### src/rtl/jsu8_pkg.sv
// Shared types, constants and helper functions for the JSON string unescaper.
// Used by every module under rtl; depends on nothing else.

package jsu8_pkg;

   localparam int COUNT_W    = 25;
   localparam int MAX_W      = 25;
   localparam int CSR_ADDR_W = 3;
   localparam int CSR_DATA_W = 32;
   localparam int QUEUE_DEPTH = 2;

   localparam logic [MAX_W-1:0] MAX_OUT_RESET = 25'd1048576;

   // Register index, taken from paddr[2].
   localparam logic REG_MAX_OUT = 1'b0;

   localparam logic [7:0] CHAR_QUOTE  = 8'h22;
   localparam logic [7:0] CHAR_BSLASH = 8'h5c;
   localparam logic [7:0] CHAR_SLASH  = 8'h2f;
   localparam logic [7:0] CHAR_SPACE  = 8'h20;
   localparam logic [7:0] CHAR_LOW_U  = 8'h75;
   localparam logic [7:0] CHAR_LOW_B  = 8'h62;
   localparam logic [7:0] CHAR_LOW_F  = 8'h66;
   localparam logic [7:0] CHAR_LOW_N  = 8'h6e;
   localparam logic [7:0] CHAR_LOW_R  = 8'h72;
   localparam logic [7:0] CHAR_LOW_T  = 8'h74;

   localparam logic [5:0] SURR_HIGH_TAG = 6'h36;  // 0xd800..0xdbff
   localparam logic [5:0] SURR_LOW_TAG  = 6'h37;  // 0xdc00..0xdfff

   typedef enum logic [3:0] {
      MODE_IDLE    = 4'd0,
      MODE_STR     = 4'd1,
      MODE_ESC     = 4'd2,
      MODE_HEX     = 4'd3,
      MODE_PAIR_BS = 4'd4,
      MODE_PAIR_U  = 4'd5,
      MODE_LOW     = 4'd6
   } mode_type;

   typedef enum logic [1:0] {
      KIND_BYTE = 2'd0,
      KIND_DONE = 2'd1,
      KIND_ERR  = 2'd2
   } kind_type;

   typedef enum logic [2:0] {
      ERR_NONE      = 3'd0,
      ERR_CONTROL   = 3'd1,
      ERR_ESCAPE    = 3'd2,
      ERR_HEX       = 3'd3,
      ERR_SURROGATE = 3'd4,
      ERR_TOO_LONG  = 3'd5,
      ERR_UNTERM    = 3'd6,
      ERR_NO_QUOTE  = 3'd7
   } err_type;

   // One decoded group of results: up to four bytes, or a single status.
   typedef struct packed {
      logic [3:0][7:0] bytes;
      logic [1:0]      last_idx;
      kind_type        kind;
      err_type         err;
   } burst_type;

   // Returns {valid, value} for an ASCII hex digit.
   function automatic logic [4:0] hex_digit(input logic [7:0] c);
      logic [4:0] r;
      r = 5'd0;
      if (c >= 8'h30 && c <= 8'h39) begin
         r = {1'b1, c[3:0]};
      end else if ((c >= 8'h61 && c <= 8'h66) || (c >= 8'h41 && c <= 8'h46)) begin
         r = {1'b1, 4'(c[3:0] + 4'd9)};
      end
      return r;
   endfunction

   function automatic logic is_space(input logic [7:0] c);
      return (c == CHAR_SPACE) || (c >= 8'h09 && c <= 8'h0d);
   endfunction

endpackage

### src/rtl/json_string_unescape_utf8.sv
// Top level of the JSON string unescaper producing UTF-8 bytes.
// Depends on jsu8_pkg, jsu8_front, jsu8_queue and jsu8_back.
//
//   Channel   Direction  Transaction carries
//   req_*     in         one raw byte of JSON text, or the end-of-text mark
//   rsp_*     out        one decoded byte, a string-complete mark or an error
//   csr_*     in/out     APB access to max_output_bytes at byte address 0
//
// Plain string bytes stream at one transaction per clock while rsp_tready stays
// high. A Unicode escape that decodes to n bytes keeps the result port busy as
// the emitter sends one result per cycle, and a two-entry group queue absorbs the
// difference before req_tready drops. Reset is synchronous and active high; it
// returns the decoder to idle and the length limit to 1048576. There is no
// clearing pass.

module json_string_unescape_utf8 (
   input  logic                                clock,
   input  logic                                reset,

   input  logic                                req_tvalid,
   output logic                                req_tready,
   input  logic [7:0]                          req_tdata,   // [7:0] in_byte
   input  logic                                req_tuser,   // [0] end_of_input

   output logic                                rsp_tvalid,
   input  logic                                rsp_tready,
   output logic [7:0]                          rsp_tdata,   // [7:0] out_byte
   output logic [4:0]                          rsp_tuser,   // [1:0] result_kind, [4:2] fault_code
   output logic                                rsp_tlast,

   input  logic                                csr_psel,
   input  logic                                csr_penable,
   input  logic                                csr_pwrite,
   input  logic [jsu8_pkg::CSR_ADDR_W-1:0]     csr_paddr,
   input  logic [jsu8_pkg::CSR_DATA_W-1:0]     csr_pwdata,
   output logic [jsu8_pkg::CSR_DATA_W-1:0]     csr_prdata,
   output logic                                csr_pready
);

   logic [jsu8_pkg::MAX_W-1:0] max_out_ff, max_out_in;
   logic                       csr_write;

   logic                       push;
   jsu8_pkg::burst_type        push_data;
   logic                       q_full;
   logic                       q_not_empty;
   logic                       q_pop;
   jsu8_pkg::burst_type        q_head;

   // The register file holds just the length limit; the unused address reads zero.
   assign csr_pready = 1'b1;
   assign csr_write  = csr_psel && csr_penable && csr_pwrite && csr_pready;
   assign csr_prdata = (csr_paddr[2] == jsu8_pkg::REG_MAX_OUT)
                       ? {{(jsu8_pkg::CSR_DATA_W - jsu8_pkg::MAX_W){1'b0}}, max_out_ff}
                       : '0;

   always_comb begin
      max_out_in = max_out_ff;
      if (csr_write && (csr_paddr[2] == jsu8_pkg::REG_MAX_OUT)) begin
         max_out_in = csr_pwdata[jsu8_pkg::MAX_W-1:0];
      end
   end

   always_ff @(posedge clock) begin
      if (reset) begin
         max_out_ff <= jsu8_pkg::MAX_OUT_RESET;
      end else begin
         max_out_ff <= max_out_in;
      end
   end

   // The front end may take a byte whenever the queue has room for whatever
   // group that byte produces, even while the emitter is stalled downstream.
   assign req_tready = !q_full;

   jsu8_front u_front (
      .clock    (clock),
      .reset    (reset),
      .in_valid (req_tvalid),
      .in_ready (req_tready),
      .in_byte  (req_tdata),
      .in_end   (req_tuser),
      .max_out  (max_out_ff),
      .push     (push),
      .burst    (push_data)
   );

   jsu8_queue u_queue (
      .clock     (clock),
      .reset     (reset),
      .push      (push),
      .push_data (push_data),
      .pop       (q_pop),
      .full      (q_full),
      .not_empty (q_not_empty),
      .head      (q_head)
   );

   jsu8_back u_back (
      .clock       (clock),
      .reset       (reset),
      .q_not_empty (q_not_empty),
      .q_head      (q_head),
      .q_pop       (q_pop),
      .out_valid   (rsp_tvalid),
      .out_ready   (rsp_tready),
      .out_byte    (rsp_tdata),
      .out_user    (rsp_tuser),
      .out_last    (rsp_tlast)
   );

   // A completion or an error is always the only result of its input byte.
   a_status_is_last: assert property (@(posedge clock) disable iff (reset)
      (rsp_tvalid && (rsp_tuser[1:0] != jsu8_pkg::KIND_BYTE)) |-> rsp_tlast)
      else $error("status result without tlast");

   // The error code is zero on anything but an error.
   a_code_only_on_error: assert property (@(posedge clock) disable iff (reset)
      (rsp_tvalid && (rsp_tuser[1:0] != jsu8_pkg::KIND_ERR))
      |-> (rsp_tuser[4:2] == jsu8_pkg::ERR_NONE))
      else $error("error code set on a non-error result");

   // A multi-byte group is sent without gaps once it has started.
   a_group_unbroken: assert property (@(posedge clock) disable iff (reset)
      (rsp_tvalid && rsp_tready && !rsp_tlast) |=> rsp_tvalid)
      else $error("gap inside a decoded byte group");

   // The queue is never written while full.
   a_no_overflow: assert property (@(posedge clock) disable iff (reset)
      push |-> !q_full)
      else $error("group queue overflow");

endmodule

### src/rtl/jsu8_front.sv
// Front end: accepts raw bytes, runs the escape state machine and builds result groups.
// Depends on jsu8_pkg; feeds jsu8_queue.

module jsu8_front (
   input  logic                         clock,
   input  logic                         reset,
   input  logic                         in_valid,
   input  logic                         in_ready,
   input  logic [7:0]                   in_byte,
   input  logic                         in_end,
   input  logic [jsu8_pkg::MAX_W-1:0]   max_out,
   output logic                         push,
   output jsu8_pkg::burst_type          burst
);

   jsu8_pkg::mode_type mode_ff, mode_in;
   logic [15:0] acc_ff, acc_in;
   logic [1:0]  dcnt_ff, dcnt_in;
   logic [9:0]  hh_ff, hh_in;
   logic [jsu8_pkg::COUNT_W-1:0] ocnt_ff, ocnt_in;

   logic        accept;
   logic        idle_mode;
   logic [4:0]  hex;
   logic [15:0] acc_next;
   logic [20:0] cp;
   logic [10:0] plane;
   logic        esc_go;
   logic [2:0]  esc_n;
   logic [3:0][7:0] esc_b;
   logic        fail_go;
   jsu8_pkg::err_type fail_code;
   logic        done_go;
   logic        byte_go;
   logic [jsu8_pkg::COUNT_W:0] total;

   assign accept    = in_valid && in_ready;
   assign idle_mode = (mode_ff == jsu8_pkg::MODE_IDLE) || (mode_ff > jsu8_pkg::MODE_LOW);
   assign hex       = jsu8_pkg::hex_digit(in_byte);
   assign acc_next  = {acc_ff[11:0], hex[3:0]};
   assign plane     = 11'({1'b0, hh_ff} + 11'h040);
   assign cp        = {plane[10:0], acc_next[9:0]};

   always_ff @(posedge clock) begin
      if (reset) begin
         mode_ff <= jsu8_pkg::MODE_IDLE;
         acc_ff  <= '0;
         dcnt_ff <= '0;
         hh_ff   <= '0;
         ocnt_ff <= '0;
      end else begin
         mode_ff <= mode_in;
         acc_ff  <= acc_in;
         dcnt_ff <= dcnt_in;
         hh_ff   <= hh_in;
         ocnt_ff <= ocnt_in;
      end
   end

   always_comb begin
      mode_in   = mode_ff;
      acc_in    = acc_ff;
      dcnt_in   = dcnt_ff;
      hh_in     = hh_ff;
      ocnt_in   = ocnt_ff;
      esc_go    = 1'b0;
      esc_n     = 3'd0;
      esc_b     = '0;
      fail_go   = 1'b0;
      fail_code = jsu8_pkg::ERR_NONE;
      done_go   = 1'b0;
      byte_go   = 1'b0;
      total     = '0;
      push      = 1'b0;
      burst     = '0;

      if (accept) begin
         if (idle_mode) begin
            if (in_end) begin
               fail_go   = 1'b1;
               fail_code = jsu8_pkg::ERR_NO_QUOTE;
            end else if (jsu8_pkg::is_space(in_byte)) begin
               mode_in = jsu8_pkg::MODE_IDLE;
            end else if (in_byte != jsu8_pkg::CHAR_QUOTE) begin
               fail_go   = 1'b1;
               fail_code = jsu8_pkg::ERR_NO_QUOTE;
            end else begin
               mode_in = jsu8_pkg::MODE_STR;
               ocnt_in = '0;
            end
         end else if (in_end) begin
            fail_go   = 1'b1;
            fail_code = jsu8_pkg::ERR_UNTERM;
         end else begin
            unique case (mode_ff) inside
               jsu8_pkg::MODE_STR: begin
                  if (in_byte == jsu8_pkg::CHAR_QUOTE) begin
                     mode_in = jsu8_pkg::MODE_IDLE;
                     done_go = 1'b1;
                  end else if (in_byte < jsu8_pkg::CHAR_SPACE) begin
                     fail_go   = 1'b1;
                     fail_code = jsu8_pkg::ERR_CONTROL;
                  end else if (in_byte == jsu8_pkg::CHAR_BSLASH) begin
                     mode_in = jsu8_pkg::MODE_ESC;
                  end else begin
                     total   = {1'b0, ocnt_ff} + 26'd1;
                     ocnt_in = total[jsu8_pkg::COUNT_W] ? '1 : total[jsu8_pkg::COUNT_W-1:0];
                     byte_go = 1'b1;
                  end
               end
               jsu8_pkg::MODE_ESC: begin
                  esc_go = 1'b1;
                  esc_n  = 3'd1;
                  unique case (in_byte) inside
                     jsu8_pkg::CHAR_QUOTE, jsu8_pkg::CHAR_BSLASH,
                     jsu8_pkg::CHAR_SLASH: esc_b[0] = in_byte;
                     jsu8_pkg::CHAR_LOW_B: esc_b[0] = 8'h08;
                     jsu8_pkg::CHAR_LOW_F: esc_b[0] = 8'h0c;
                     jsu8_pkg::CHAR_LOW_N: esc_b[0] = 8'h0a;
                     jsu8_pkg::CHAR_LOW_R: esc_b[0] = 8'h0d;
                     jsu8_pkg::CHAR_LOW_T: esc_b[0] = 8'h09;
                     jsu8_pkg::CHAR_LOW_U: begin
                        esc_go  = 1'b0;
                        mode_in = jsu8_pkg::MODE_HEX;
                        acc_in  = '0;
                        dcnt_in = '0;
                     end
                     default: begin
                        esc_go    = 1'b0;
                        fail_go   = 1'b1;
                        fail_code = jsu8_pkg::ERR_ESCAPE;
                     end
                  endcase
               end
               jsu8_pkg::MODE_HEX, jsu8_pkg::MODE_LOW: begin
                  if (!hex[4]) begin
                     fail_go   = 1'b1;
                     fail_code = jsu8_pkg::ERR_HEX;
                  end else begin
                     acc_in = acc_next;
                     if (dcnt_ff == 2'd3) begin
                        dcnt_in = '0;
                        if (mode_ff == jsu8_pkg::MODE_HEX) begin
                           if (acc_next[15:10] == jsu8_pkg::SURR_HIGH_TAG) begin
                              hh_in   = acc_next[9:0];
                              mode_in = jsu8_pkg::MODE_PAIR_BS;
                           end else if (acc_next[15:10] == jsu8_pkg::SURR_LOW_TAG) begin
                              fail_go   = 1'b1;
                              fail_code = jsu8_pkg::ERR_SURROGATE;
                           end else if (acc_next[15:7] == 9'd0) begin
                              esc_go   = 1'b1;
                              esc_n    = 3'd1;
                              esc_b[0] = acc_next[7:0];
                           end else if (acc_next[15:11] == 5'd0) begin
                              esc_go   = 1'b1;
                              esc_n    = 3'd2;
                              esc_b[0] = {3'b110, acc_next[10:6]};
                              esc_b[1] = {2'b10, acc_next[5:0]};
                           end else begin
                              esc_go   = 1'b1;
                              esc_n    = 3'd3;
                              esc_b[0] = {4'b1110, acc_next[15:12]};
                              esc_b[1] = {2'b10, acc_next[11:6]};
                              esc_b[2] = {2'b10, acc_next[5:0]};
                           end
                        end else if (acc_next[15:10] != jsu8_pkg::SURR_LOW_TAG) begin
                           fail_go   = 1'b1;
                           fail_code = jsu8_pkg::ERR_SURROGATE;
                        end else begin
                           esc_go   = 1'b1;
                           esc_n    = 3'd4;
                           esc_b[0] = {5'b11110, cp[20:18]};
                           esc_b[1] = {2'b10, cp[17:12]};
                           esc_b[2] = {2'b10, cp[11:6]};
                           esc_b[3] = {2'b10, cp[5:0]};
                        end
                     end else begin
                        dcnt_in = 2'(dcnt_ff + 2'd1);
                     end
                  end
               end
               jsu8_pkg::MODE_PAIR_BS: begin
                  if (in_byte != jsu8_pkg::CHAR_BSLASH) begin
                     fail_go   = 1'b1;
                     fail_code = jsu8_pkg::ERR_SURROGATE;
                  end else begin
                     mode_in = jsu8_pkg::MODE_PAIR_U;
                  end
               end
               jsu8_pkg::MODE_PAIR_U: begin
                  if (in_byte != jsu8_pkg::CHAR_LOW_U) begin
                     fail_go   = 1'b1;
                     fail_code = jsu8_pkg::ERR_SURROGATE;
                  end else begin
                     mode_in = jsu8_pkg::MODE_LOW;
                     acc_in  = '0;
                     dcnt_in = '0;
                  end
               end
               default: begin
                  mode_in = jsu8_pkg::MODE_IDLE;
               end
            endcase
         end

         if (esc_go) begin
            total = {1'b0, ocnt_ff} + 26'(esc_n);
            if (total > {1'b0, max_out}) begin
               fail_go   = 1'b1;
               fail_code = jsu8_pkg::ERR_TOO_LONG;
            end else begin
               ocnt_in        = total[jsu8_pkg::COUNT_W] ? '1 : total[jsu8_pkg::COUNT_W-1:0];
               mode_in        = jsu8_pkg::MODE_STR;
               push           = 1'b1;
               burst.bytes    = esc_b;
               burst.last_idx = 2'(esc_n - 3'd1);
               burst.kind     = jsu8_pkg::KIND_BYTE;
            end
         end

         if (fail_go) begin
            mode_in    = jsu8_pkg::MODE_IDLE;
            push       = 1'b1;
            burst      = '0;
            burst.kind = jsu8_pkg::KIND_ERR;
            burst.err  = fail_code;
         end else if (done_go) begin
            push       = 1'b1;
            burst.kind = jsu8_pkg::KIND_DONE;
         end else if (byte_go) begin
            push           = 1'b1;
            burst.bytes[0] = in_byte;
            burst.kind     = jsu8_pkg::KIND_BYTE;
         end
      end
   end

endmodule

### src/rtl/jsu8_queue.sv
// Two-entry queue of result groups between the front end and the emitter.
// Depends on jsu8_pkg for the group type and depth.

module jsu8_queue (
   input  logic                clock,
   input  logic                reset,
   input  logic                push,
   input  jsu8_pkg::burst_type push_data,
   input  logic                pop,
   output logic                full,
   output logic                not_empty,
   output jsu8_pkg::burst_type head
);

   jsu8_pkg::burst_type entry_ff [jsu8_pkg::QUEUE_DEPTH];
   logic       wr_ptr_ff, wr_ptr_in;
   logic       rd_ptr_ff, rd_ptr_in;
   logic [1:0] cnt_ff, cnt_in;

   assign full      = (cnt_ff == 2'(jsu8_pkg::QUEUE_DEPTH));
   assign not_empty = (cnt_ff != 2'd0);
   assign head      = entry_ff[rd_ptr_ff];

   always_comb begin
      wr_ptr_in = push ? !wr_ptr_ff : wr_ptr_ff;
      rd_ptr_in = pop ? !rd_ptr_ff : rd_ptr_ff;
      cnt_in    = 2'(cnt_ff + {1'b0, push} - {1'b0, pop});
   end

   always_ff @(posedge clock) begin
      if (reset) begin
         wr_ptr_ff <= 1'b0;
         rd_ptr_ff <= 1'b0;
         cnt_ff    <= '0;
      end else begin
         wr_ptr_ff <= wr_ptr_in;
         rd_ptr_ff <= rd_ptr_in;
         cnt_ff    <= cnt_in;
      end
   end

   always_ff @(posedge clock) begin
      if (push) begin
         entry_ff[wr_ptr_ff] <= push_data;
      end
   end

endmodule

### src/rtl/jsu8_back.sv
// Emitter: holds one result group and sends its results one per cycle while out_ready is high.
// Depends on jsu8_pkg; pulls groups from jsu8_queue.

module jsu8_back (
   input  logic                clock,
   input  logic                reset,
   input  logic                q_not_empty,
   input  jsu8_pkg::burst_type q_head,
   output logic                q_pop,
   output logic                out_valid,
   input  logic                out_ready,
   output logic [7:0]          out_byte,
   output logic [4:0]          out_user,
   output logic                out_last
);

   jsu8_pkg::burst_type cur_ff, cur_in;
   logic [1:0] idx_ff, idx_in;
   logic       busy_ff, busy_in;
   logic       at_end;

   assign at_end    = (idx_ff == cur_ff.last_idx);
   assign out_valid = busy_ff;
   assign out_byte  = cur_ff.bytes[idx_ff];
   assign out_user  = {cur_ff.err, cur_ff.kind};
   assign out_last  = at_end;
   assign q_pop     = q_not_empty && (!busy_ff || (out_ready && at_end));

   always_comb begin
      cur_in  = cur_ff;
      idx_in  = idx_ff;
      busy_in = busy_ff;
      if (q_pop) begin
         cur_in  = q_head;
         idx_in  = '0;
         busy_in = 1'b1;
      end else if (busy_ff && out_ready) begin
         if (at_end) begin
            busy_in = 1'b0;
         end else begin
            idx_in = 2'(idx_ff + 2'd1);
         end
      end
   end

   always_ff @(posedge clock) begin
      if (reset) begin
         idx_ff  <= '0;
         busy_ff <= 1'b0;
      end else begin
         idx_ff  <= idx_in;
         busy_ff <= busy_in;
      end
   end

   always_ff @(posedge clock) begin
      cur_ff <= cur_in;
   end

endmodule
### config.mk
export PLATFORM = sky130hd
export DESIGN_NAME = json_string_unescape_utf8
export DESIGN_NICKNAME = d
export VERILOG_FILES = /design/src/rtl/jsu8_pkg.sv /design/src/rtl/json_string_unescape_utf8.sv /design/src/rtl/jsu8_front.sv /design/src/rtl/jsu8_queue.sv /design/src/rtl/jsu8_back.sv
export SDC_FILE = /design/constraint.sdc
export NUM_CORES = 1
export LEC_CHECK = 0
export BUFFER_PORTS_ARGS = -buffer_cell sky130_fd_sc_hd__buf_2
export CAP_MARGIN = 20
export CORE_MARGIN = 2
export CORE_UTILIZATION = 30
export CTS_BUF_LIST = sky130_fd_sc_hd__clkbuf_8
export CTS_CLUSTER_SIZE = 10
export DETAILED_ROUTE_END_ITERATION = 12
export PLACE_DENSITY_LB_ADDON = 0.15
export SYNTH_ARGS = -nofsm -noshare
export SYNTH_HDL_FRONTEND = slang
export SYNTH_SLANG_ARGS = --single-unit
### constraint.sdc
create_clock -name clock -period 18.21 [get_ports clock]
set_input_delay 1.821 -clock clock [delete_from_list [all_inputs] [get_ports clock]]
set_output_delay 1.821 -clock clock [all_outputs]
set_load 0.02 [all_outputs]
### After elaboration in Yosys (flattened, before gate mapping)

Memories as Yosys holds them, arrays and structs flattened. A register that Yosys moved wholly into a read port is not among the register bits.
Cells that the tools add are included.

| storage, ports and cells | value |
|---|---|
| input port bits | 51 |
| register bits after elaboration | 85 |
| bits in writable memories | 78 |
| logic and storage cells | 259 |
| output and inout port bits | 49 |
| memories | 1 |

| cells by class | value |
|---|---|
| add/sub/neg operators | 9 |
| magnitude comparators | 12 |
| bitwise operators | 4 |
| muxes and demuxes | 159 |
| equal/unequal tests | 28 |
| reductions and logical operators | 35 |

Memories:

| name | words | bits a word | read ports | clocked after Yosys merged registers in | wr ports | line | RTL |
|---|---|---|---|---|---|---|---|
| u_queue.entry_ff | 2 | 39 | 1 | 1 | 1 | jsu8_queue.sv:15 | `jsu8_pkg::burst_type entry_ff [jsu8_pkg::QUEUE_DEPTH];` |

Operators with widths:

| kind | number |
|---|---|
| $mux 25 | 14 |
| $mux 32 | 5 |
| $mux 24 | 5 |
| $mux 3 | 27 |
| $mux 36 | 2 |
| $mux 4 | 18 |
| $eq 8x7->1 const B | 7 |
| $mux 8 | 7 |
| $mux 1 | 54 |
| $pmux 8 s6 | 1 |
| $mux 39 | 1 |
| $mux 12 | 3 |
| $pmux 12 s3 | 1 |
| $add 25x1->26 const B | 1 |
| $add 25x3->26 | 1 |
| $gt 26x25->1 | 1 |
| $eq 8x6->1 const B | 3 |
| $pmux 4 s5 | 1 |
| $mux 2 | 9 |
| $bmux 8 s2 | 1 |
| $ge 8x7->1 const B | 2 |
| $le 8x7->1 const B | 2 |
| $mux 16 | 1 |
| $ne 8x7->1 const B | 2 |
| 47 further kinds | 78 |

### Logic depth before layout (Yosys ltp)

Gate-level depths: netlist of run 1.

| depth | value |
|---|---|
| depth in word-level cells | 22 |
| depth in mapped cells | 30 |
| depth with buffers taken out | 27 |

### Hierarchy

From an unflattened synthesis of run 1, not the netlist that was laid out.

| unflattened totals | value |
|---|---|
| cell total of the unflattened synthesis | 1242 |
| area total of the unflattened synthesis | 12066.6 um^2 |

By module, submodules not included:

| module | cells each | area each (um^2) | sequential area each (um^2) | instances |
|---|---|---|---|---|
| jsu8_front | 876 | 6010.8 | 1061.0 | 1 |
| jsu8_queue | 142 | 3079.2 | 2442.3 | 1 |
| jsu8_back | 77 | 1590.3 | 1231.2 | 1 |
| json_string_unescape_utf8 | 147 | 1386.3 | 500.5 | 1 |

### Worst setup path after synthesis of run 1

Ideal clock, no wire load.

| timing path | value |
|---|---|
| path type | input -> register |
| start point | input req_tdata[0] |
| end point | memory u_queue.entry_ff[0][10] (netlist bit) (data pin) |
| data arrival time | 6.928 ns |
| slack | 11.018 ns |
| cell stages on the path | 29 |
| library setup time | 0.265 ns |
| path buffers | 2 |
| required time | 17.945 ns |
| path through | inv_1 > ha_1 > o21bai_1 > a2111o_1 > o21ai_4 > nand4_1 > a21oi_1 > nor2_1 > nor2_1 > ha_1 > inv_1 > fa_1 > nor2b_1 > o2111a_1 > nand2_1 > or2_1 > clkbuf_1 > nand2b_1 > xnor2_1 > ha_1 > nand4_1 > nor3_1 > nand2_1 > a311o_1 > and3_4 > buf_6 > a31o_2 > a22oi_1 > nor2_1 |

RTL lines:

| what | line | RTL |
|---|---|---|
| start: declaration | json_string_unescape_utf8.sv:22 | `input logic [7:0] req_tdata,` |
| end: declaration | jsu8_queue.sv:15 |  |

==> results of run 1 <==
## final timing paths
kind / cells past startpoint / startpoint / to
hold reg to reg: 2 / max_out_ff[14]$_SDFFE_PP0P_ / max_out_ff[14]$_SDFFE_PP0P_
hold / removal: 2 / max_out_ff[14]$_SDFFE_PP0P_ / max_out_ff[14]$_SDFFE_PP0P_
setup reg to reg: 24 / u_front.mode_ff[0]$_SDFFE_PP0P_ / u_queue.entry_ff[0][7]$_DFFE_PP_
setup / recovery: 28 / req_tdata[0] / u_queue.entry_ff[0][7]$_DFFE_PP_
## power groups by stage
stage / Sequential, W / Clock (W) / Combinational [W]
global placement: 0.000593 / 0 / 0.000265
floorplan: 0.000580 / 0 / 0.000207
CTS: 0.000584 / 0.000283 / 0.000270
detailed placement: 0.000594 / 0 / 0.000268
finish: 0.000583 / 0.000270 / 0.000264
global route: 0.000592 / 0.000297 / 0.000295
## placed cells by master, fill, tap and decap left out, drive strengths merged, types with 36 or more instances in the layout
cell / n
nor2: 149
nand2: 129
edfxtp: 108
buf: 97
dfxtp: 85
a21oi: 69
inv: 59
o21ai: 39
ha: 37
mux2: 36
## cells in the mapped netlist (16+ instances only)
master,n
xor2_1,16
edfxtp_1,108
o21ai_0,37
buf_4,19
dfxtp_1,85
a21oi_1,69
a22oi_1,21
inv_1,50
nor3_1,29
clkbuf_1,50
nor2_1,148
ha_1,37
mux2_2,36
xnor2_1,28
nand2_1,128
nand3_1,28
nand4_1,20
## stage by stage
| step | util [%] | power, W | hold slack, ns | cells | setup WS (ns) |
|---|---|---|---|---|---|
| after floorplan | - | 0.000787 | 0.436 | 1198 | 11.02 |
| after global placement | 32.4 | 0.000858 | 0.443 | 1668 | 9.07 |
| after detailed placement | 32.5 | 0.000863 | 0.446 | 1670 | 9.08 |
| after CTS | 33.5 | 0.00114 | 0.461 | 1702 | 9.58 |
| after global routing | 33.5 | 0.00118 | 0.482 | 1702 | 9.00 |
| final | 33.5 | 0.00112 | 0.460 | 1702 | 9.46 |
## worst min-delay path, delay by kind of cell, from the launching register on
kind	cells	cell delay, ns
flops	1	0.32
simple gates	1	0.05
compound gates	1	0.05
## routing by layer
metal / vias to the layer above / global-route usage, % / wire length [um]
met5: - / 0 / 22
met4: 4 / 4.15 / 327
met3: 22 / 3.10 / 1430
met2: 197 / 24.3 / 13800
met1: 4273 / 24.5 / 16200
li1: 4370 / - / -
## cell type report
type | instances | area (um2)
fillers | 3832 | 24500
flip-flops and latches | 193 | 4940
clock buffers | 17 | 234
inverters | 50 | 188
well taps | 468 | 586
clock inverters | 15 | 121
multi-input cells | 862 | 5700
repair buffers | 97 | 543
## flip-flops by register name, summed over array words and instances, names as in the netlist
name,flops
max_out_ff,25
u_back.cur_ff,31
u_back.idx_ff,2
u_back.out_user,5
u_back.out_valid,1
u_front.acc_ff,12
u_front.dcnt_ff,2
u_front.hh_ff,10
u_front.mode_ff,4
u_front.ocnt_ff,25
u_queue.cnt_ff,2
u_queue.entry_ff,72
u_queue.rd_ptr_ff,1
u_queue.wr_ptr_ff,1
## logic make-up (layout without fill, tap and decap cells)
group,count (synthesis),count (layout),synth area share (%)
simple gates,465,465,20.5
compound gates,249,249,15.6
flops,193,193,43.9
buf+inv,143,179,5.95
mux,58,58,6.33
xor+xnor,44,44,3.42
fa+ha+maj,38,38,4.29
other cells,2,8,0.0666
==> qor.yml, run 1 <==
clk_pin_slew_ns: 0.11
finalSetupTns_ns: 0
synth-warning-count: 0
holdBufCountCts: 0
crit_path_top_delay_cell: "nor2_4"
grt_pass1_vias: 8491
ys.flop_type: "edfxtp_1"
p_sw_w: 0.000365
async_flop_share_pct: 0
synth-edff-count: 108
numCtsBuffers: 17
drive_above_1_share_pct: 17.3
worst_slew_pin_slew_ns: 0.944
clk-insertion-delay-late_ns: 0.50
maxSlewHeadroom_pct: 37.1
nNetsFinal: 1310
cts_root_buffer: "clkbuf_8"
crit_path_max_incr_delay_ns: 0.76
die-area_um2: 39100
wl_per_cell_um: 18.7
synth.avg_cell_area_um2: 9.45
status: "finished clean"
ant_nets: 0
finalClockSkew_ns: 0.0172
grt_max_degree: 45
grt.overflow.total: 0
num_rows: 70
core-area_um2: 36800
cts_num_sinks: 193
synth_seq_cells: 193
required_ns: 18.52
path_max_fanout: 23
hold_path_class: "reg2reg"
htree_levels: 4
syn_inst: 1192
hold_viol_final: 0
postCtsSetupBuffers: 0
start_util_pct: 30.6
rrSetupSlack_ns: 10.81
cp-end-kind: "register"
cts_buffer_depth: 2
crit_top_cell: "ha_1"
routed_wl_mm: 31.8
dr.pass1.iters: 5
slew_viol_final: 0
powerDensity_nw_per_um2: 90.7
track_usage_pct: 16.5
yosys.area.top_type_share_pct: 28.8
rsz0062_at_grt: "no"
grt_pass1_wl_mm: 49.4
drc: 0
critical_path.top_delay_family: "simple AND/OR/NAND/NOR gates"
timing.final.crit_share_pct: 48.0
cp-start-kind: "input pin"
path_class: "in2reg"
p_comb_share_pct: 23.7
antenna_cells: 0
synth_area_leader_cell: "edfxtp_1"
seq_area_frac_synth_pct: 43.9
ir_drop_uv: 52.6
die_w_um: 198
dpl.hpwl_mm: 22.8
clock_power_share_pct: 24.2
cts_tree: "done"
placed_area_um2: 12000
vias_per_cell: 5.21
die_h_um: 198
drt_iter0_markers: 679
swShare_pct: 32.6
synth_area_leaders: "edfxtp_1 (29%), dfxtp_1 (15%), nor2_1 (4.9%), nand2_1 (4.3%), ha_1 (4.1%)"
post-route-cell-area_um2: 12300
seqPwrFrac_pct: 52.1
crit_arrival_ns: 9.06
port_buffers: 82
gp_congestion: 0.853
intPower_w: 0.000753
critPathBufInv: 3
maxCapViolCount: 0
area_delta_synth_final_pct: 9.30
min_period_ns: 8.75
fmax_mhz: 114
p_leak_nw: 4.20
synth_area_um2: 11300
antenna_found_initial: 2
synth_cell_type_count: 99
pin_count: 100
setup_viol: 0
via_count: 8866
cts_resized: 0
Power figures use the tool's default switching activity.
==> inputs of run 2 (changes only) <==
--- a/config.mk
+++ b/config.mk
@@ -5,6 +5,7 @@
 export SDC_FILE = /design/constraint.sdc
 export NUM_CORES = 1
 export LEC_CHECK = 0
+export ABC_AREA = 1
 export BUFFER_PORTS_ARGS = -buffer_cell sky130_fd_sc_hd__buf_2
 export CAP_MARGIN = 20
 export CORE_MARGIN = 2
==> constraint.sdc (replaced) <==
create_clock -name clock -period 7.85 [get_ports clock]
set_input_delay 0.785 -clock clock [delete_from_list [all_inputs] [get_ports clock]]
set_output_delay 0.785 -clock clock [all_outputs]
set_load 0.02 [all_outputs]
==> qor.yml, run 2 <==
worst_slew_pin_slew_ns: 0.965  # +0.0213 ns
synth_xor_area_share_pct: 1.90  # -1.5 points
endpoint: "u_queue.cnt_ff[1]$_SDFF_PP0_"
start_util_pct: 30.3  # -0.35 points
maxSlewHeadroom_pct: 35.4  # -1.7 points
cts_buffer_depth: 2  # unchanged
rsz0062_at_grt: "no"
crit_top_cell: "nand2_1"
r2r-end: "u_queue.cnt_ff[1]$_SDFF_PP0_"
nNetsFinal: 1762  # +35%
ir_drop_uv: 105  # +100%
finalSetupTns_ns: 0  # unchanged
grt_max_degree: 55  # +22%
port_buffers: 82  # unchanged
utilization_pct: 33.4  # -0.13 points
cp-end-kind: "register"
area_delta_synth_final_pct: 10.1
required_ns: 8.29  # -10.23 ns
synth_seq_cells: 193  # unchanged
r2r_cells: 32  # +33%
synth_common_cells: "nand2_1 (451), nor2_1 (172), inv_1 (161)"
p_leak_nw: 5.31  # +26%
hold_path_class: "reg2reg"
antenna_cells: 0  # unchanged
drive_above_1_share_pct: 13.0  # -4.3 points
hold_viol_final: 0  # unchanged
grt_pass1_vias: 10100  # +19%
die-area_um2: 41600  # +6.4%
cts_resized: 0  # unchanged
fin_total_pwr_w: 0.00252  # +130%
ant_nets: 0  # unchanged
die_w_um: 204  # +3.1%
clk_pin_slew_ns: 0.11  # about the same
vias_per_cell: 4.78  # -8.2%
path_class: "in2reg"
synth_most_common_cell: "nand2_1"
synth_cell_type_count: 52  # -47%
critPathBufInv: 5  # +2
cts_tree: "done"
path_depth: 37  # +32%
powerDensity_nw_per_um2: 191  # +110%
synth_area_um2: 12000  # +6.5%
via_count: 10600  # +19%
synth-warning-count: 0  # unchanged
ys.flop_type: "edfxtp_1"
synth-edff-count: 108  # unchanged
cts_num_sinks: 193  # unchanged
postCtsSetupBuffers: 0  # unchanged
synth.area.mux_share_pct: 0  # -6.3 points
final_cell_mix: "nand2_1 (450), nor2_1 (172), inv_1 (161), nand3_1 (117), a21oi_1 (109)"
fmax_mhz: 156
crit_path_max_incr_delay_ns: 0.50  # -0.26 ns
drt_iter0_markers: 676  # -0.44%
synth_compound_area_share_pct: 12.2  # -3.4 points
numCtsBuffers: 17  # unchanged
reg2reg_from: "u_front.mode_ff[1]$_SDFFE_PP0P_"
maxCapViolCount: 0  # unchanged
wl_per_cell_um: 16.4  # -12%
path_max_fanout: 11  # -52%
yosys.area.top_type_share_pct: 27.0  # -1.8 points
critical_path.top_delay_family: "simple AND/OR/NAND/NOR gates"
gp_congestion: 0.884  # +3.6%
synthAdderAreaFrac_pct: 4.02  # -0.26 points
rrSetupSlack_ns: 1.51  # -9.30 ns
cp-start-kind: "input pin"
synth_top_family_by_area: "simple AND/OR/NAND/NOR gates"
reg.largest.list: "u_queue.entry_ff (72), u_back.cur_ff (31)"
top_register: "u_queue.entry_ff"
holdBufCountCts: 0  # unchanged
pin_count: 100  # unchanged
setup_viol: 0  # unchanged
largest_reg_flops: 72  # unchanged
core-area_um2: 39600  # +7.8%
antenna_found_initial: 0  # -2
htree_levels: 4  # unchanged
grt_pass1_wl_mm: 57.4  # +16%
dpl.hpwl_mm: 26.7  # +17%
syn_inst: 1632  # +37%
async_flop_share_pct: 0  # unchanged
cts_root_buffer: "clkbuf_8"
num_rows: 73  # +4.3%
synth_area_leader_cell: "edfxtp_1"
min_period_ns: 6.41
routed_wl_mm: 36.2  # +14%
synth_area_leaders: "edfxtp_1 (27%), dfxtp_1 (14%), nand2_1 (14%), nor2_1 (5.4%), inv_1 (5.0%)"
timing.final.crit_share_pct: 81.7
finalClockSkew_ns: 0.0237  # +0.00654 ns
grt.overflow.total: 0  # unchanged
synth_simple_gate_area_share_pct: 31.3  # +11 points
startpoint: "req_tdata[1]"
status: "finished clean"
crit_arrival_ns: 6.85  # -2.21 ns
drc: 0  # unchanged
synth.avg_cell_area_um2: 7.36  # -22%
final_common_cell: "nand2_1"
die_h_um: 204  # +3.1%
seq_area_frac_synth_pct: 41.2  # -2.7 points
slew_viol_final: 0  # unchanged
clk-insertion-delay-late_ns: 0.51  # about the same
dr.pass1.iters: 5  # unchanged
track_usage_pct: 17.9  # +1.4 points
crit_path_top_delay_cell: "fa_1"
==> run 2: how the worst min path moves through the flow <==
stage,from,end,slack (ns),cells past startpoint
CTS,csr_pwdata[20],max_out_ff[20]$_SDFFE_PP1P_,0.47,3
global placement,u_front.dcnt_ff[1]$_SDFFE_PP0P_,u_front.dcnt_ff[1]$_SDFFE_PP0P_,0.46,2
global route,csr_pwdata[20],max_out_ff[20]$_SDFFE_PP1P_,0.47,3
floorplan,u_queue.cnt_ff[1]$_SDFF_PP0_,u_queue.cnt_ff[1]$_SDFF_PP0_,0.44,1
finish,u_queue.cnt_ff[1]$_SDFF_PP0_,u_queue.cnt_ff[1]$_SDFF_PP0_,0.48,1
detailed placement,u_queue.cnt_ff[1]$_SDFF_PP0_,u_queue.cnt_ff[1]$_SDFF_PP0_,0.46,1
==> run 2: cell type report <==
cell class	instances	area, um2
clock inverters	15	170
clock buffers	17	234
well taps	525	657
multi-input cells	1190	5980
flip-flops and latches	193	4950
fillers	4284	26400
repair buffers	96	564
inverters	175	669
==> run 2: cell families (layout without fill, tap and decap cells) <==
family                     Yosys count  in the layout
other                                2              8
adders and majority gates           38             38
xor gates and xnor gates            26             26
AOI/OAI and AO/OA                  264            264
buffers and inverters              255            303
and+or+nand+nor                    854            854
DFF                                193            193
==> run 2: routing by layer <==
metal	vias up	part of all wire [%]	global-route usage [%]
met5	-	0	0
met4	0	3.7	7.53
met3	58	4.3	2.93
met2	275	46	29.6
met1	4840	46	23.0
li1	5402	-	-
==> run 2: stage by stage <==
step	area (um2)	setup WS, ns	cells	hold slack, ns
finish	13200	1.44	2211	0.477
global route	13200	0.983	2211	0.473
CTS	13200	1.46	2209	0.465
detailed placement	12800	0.944	2177	0.459
global placement	12800	0.978	2176	0.460
floorplan	12000	0.963	1638	0.439
==> run 2: where the power goes <==
| part | leakage [nW] | internal, W | switching [W] |
|---|---|---|---|
| registers | 1.78 | 0.00126 | 0.0000761 |
| logic | 3.34 | 0.000138 | 0.000366 |
| clock network | 0.190 | 0.000266 | 0.000415 |
==> inputs of run 3 (changes only) <==
==> constraint.sdc (replaced) <==
create_clock -name clock -period 6.7 [get_ports clock]
set_input_delay 0.67 -clock clock [delete_from_list [all_inputs] [get_ports clock]]
set_output_delay 0.67 -clock clock [all_outputs]
set_load 0.02 [all_outputs]
==> qor.yml, run 3 (same netlist as run 2, synthesis figures left out) <==
largest_reg_flops: 72  # unchanged
fillers: 4372  # +2.1%
port_buffers: 82  # unchanged
status: "finished clean"
nNetsFinal: 1769  # +0.40%
antenna_found_initial: 0  # unchanged
maxCapViolCount: 0  # unchanged
gp_congestion: 0.902  # +2.1%
postCtsSetupBuffers: 0  # unchanged
drc: 0  # unchanged
fin_hold_ws_ns: 0.392  # -0.0857 ns
core-area_um2: 39600  # unchanged
finalSetupTns_ns: 0  # unchanged
num_rows: 73  # unchanged
die-area_um2: 41600  # unchanged
antenna_cells: 0  # unchanged
cp-end-kind: "register"
powerDensity_nw_per_um2: 219  # +15%
grt_pass1_vias: 10200  # +0.44%
grt_pass1_wl_mm: 57.0  # -0.64%
worst_slew_pin_slew_ns: 1.03  # +0.0621 ns
reg2reg_from: "u_front.mode_ff[1]$_SDFFE_PP0P_"
setup_viol: 0  # unchanged
routed_wl_mm: 36.0  # -0.54%
crit_top_cell: "nand2_1"
final_common_cell: "nand2_1"
slew_viol_final: 0  # unchanged
cp-start-kind: "register"
wl_per_cell_um: 16.2  # -0.85%
dr.pass1.iters: 5  # unchanged
fin_total_pwr_w: 0.00290  # +15%
clk-insertion-delay-late_ns: 0.50  # about the same
path_class: "reg2reg"
rsz0062_at_grt: "no"
required_ns: 7.08  # -1.21 ns
numCtsBuffers: 17  # unchanged
timing.final.crit_share_pct: 89.4
min_period_ns: 5.99
die_h_um: 204  # unchanged
die_w_um: 204  # unchanged
path_max_fanout: 9  # -2
grt_max_degree: 55  # unchanged
via_count: 10600  # +0.43%
area_delta_synth_final_pct: 10.4
crit_path_top_delay_cell: "dfxtp_1"
hold_path_class: "in2reg"
drt_iter0_markers: 692  # +2.4%
cts_buffer_depth: 2  # unchanged
cts_resized: 0  # unchanged
fmax_mhz: 167
p_leak_nw: 5.35  # +0.82%
clk_pin_slew_ns: 0.11  # about the same
r2r_cells: 30  # -6.3%
crit_path_max_incr_delay_ns: 0.53  # +0.03 ns
rrSetupSlack_ns: 0.71  # -0.80 ns
startpoint: "u_front.mode_ff[1]$_SDFFE_PP0P_"
hold_viol_final: 0  # unchanged
finalClockSkew_ns: 0.0164  # -0.00732 ns
ir_drop_uv: 118  # +12%
track_usage_pct: 17.6  # -0.27 points
vias_per_cell: 4.79  # +0.11%
holdBufCountCts: 0  # unchanged
cts_num_sinks: 193  # unchanged
maxSlewHeadroom_pct: 31.3  # -4.2 points
holdPathStages: 3  # +2
ant_nets: 0  # unchanged
drive_above_1_share_pct: 13.3  # +0.24 points
dpl.hpwl_mm: 26.7  # +0.12%
htree_levels: 4  # unchanged
pin_count: 100  # unchanged
worstHoldStart: "csr_pwdata[20]"
grt.overflow.total: 0  # unchanged
reg.largest.list: "u_queue.entry_ff (72), u_back.cur_ff (31)"
cts_tree: "done"
crit_arrival_ns: 6.37  # -0.48 ns
cts_root_buffer: "clkbuf_8"
post-route-cell-area_um2: 13300  # +0.26%
final_cell_mix: "nand2_1 (450), nor2_1 (172), inv_1 (162), nand3_1 (117), a21oi_1 (109)"
start_util_pct: 30.3  # unchanged
placed_area_um2: 12900  # +0.69%
top_register: "u_queue.entry_ff"
[run 3: critical path, delay by kind of cell (launching register included)]
kind / cells / cell delay, ns
compound gates: 3 / 0.50
xor+xnor: 2 / 0.53
fa+ha+maj: 3 / 0.91
buf+inv: 2 / 0.17
flops: 1 / 0.53
simple gates: 20 / 3.21
[run 3: cell type report]
type                       instances  area (um2)  area share [%]
clock buffer                      17         234            1.76
clock inverter                    15         140            1.06
inverter                         175         669            5.05
multi-input combinational       1190        5980            45.1
sequential                       193        4940            37.3
tap                              525         657            4.96
timing repair buffer             103         629            4.75
[run 3: layer usage]
layer  vias to the layer above  part of all wire [%]  GRT usage [%]
li1                       5422                     -              -
met1                      4897                    46           22.6
met2                       256                    48           30.0
met3                        45                   3.8           2.85
met4                         0                   2.8           5.90
met5                         -                     0              0
[run 3: metrics by stage]
| step | std cells | setup slack [ns] | utilization [%] |
|---|---|---|---|
| after floorplan | 1638 | 0.619 | - |
| after global placement | 2184 | 0.259 | 32.4 |
| after detailed placement | 2185 | 0.257 | 32.5 |
| after CTS | 2217 | 0.730 | 33.4 |
| after global routing | 2218 | 0.166 | 33.4 |
| final | 2218 | 0.713 | 33.4 |
[run 3: where the power goes]
group	internal [W]	switching, W
sequential	0.00147	0.0000529
clock	0.000273	0.000475
combinational	0.000165	0.000462
[run 3: path summary, 6_finish.rpt]
kind                                     endpoint
hold / removal        max_out_ff[20]$_SDFFE_PP1P_
setup / recovery     u_queue.cnt_ff[1]$_SDFF_PP0_
setup reg to reg     u_queue.cnt_ff[1]$_SDFF_PP0_
hold reg to reg   u_front.dcnt_ff[1]$_SDFFE_PP0P_
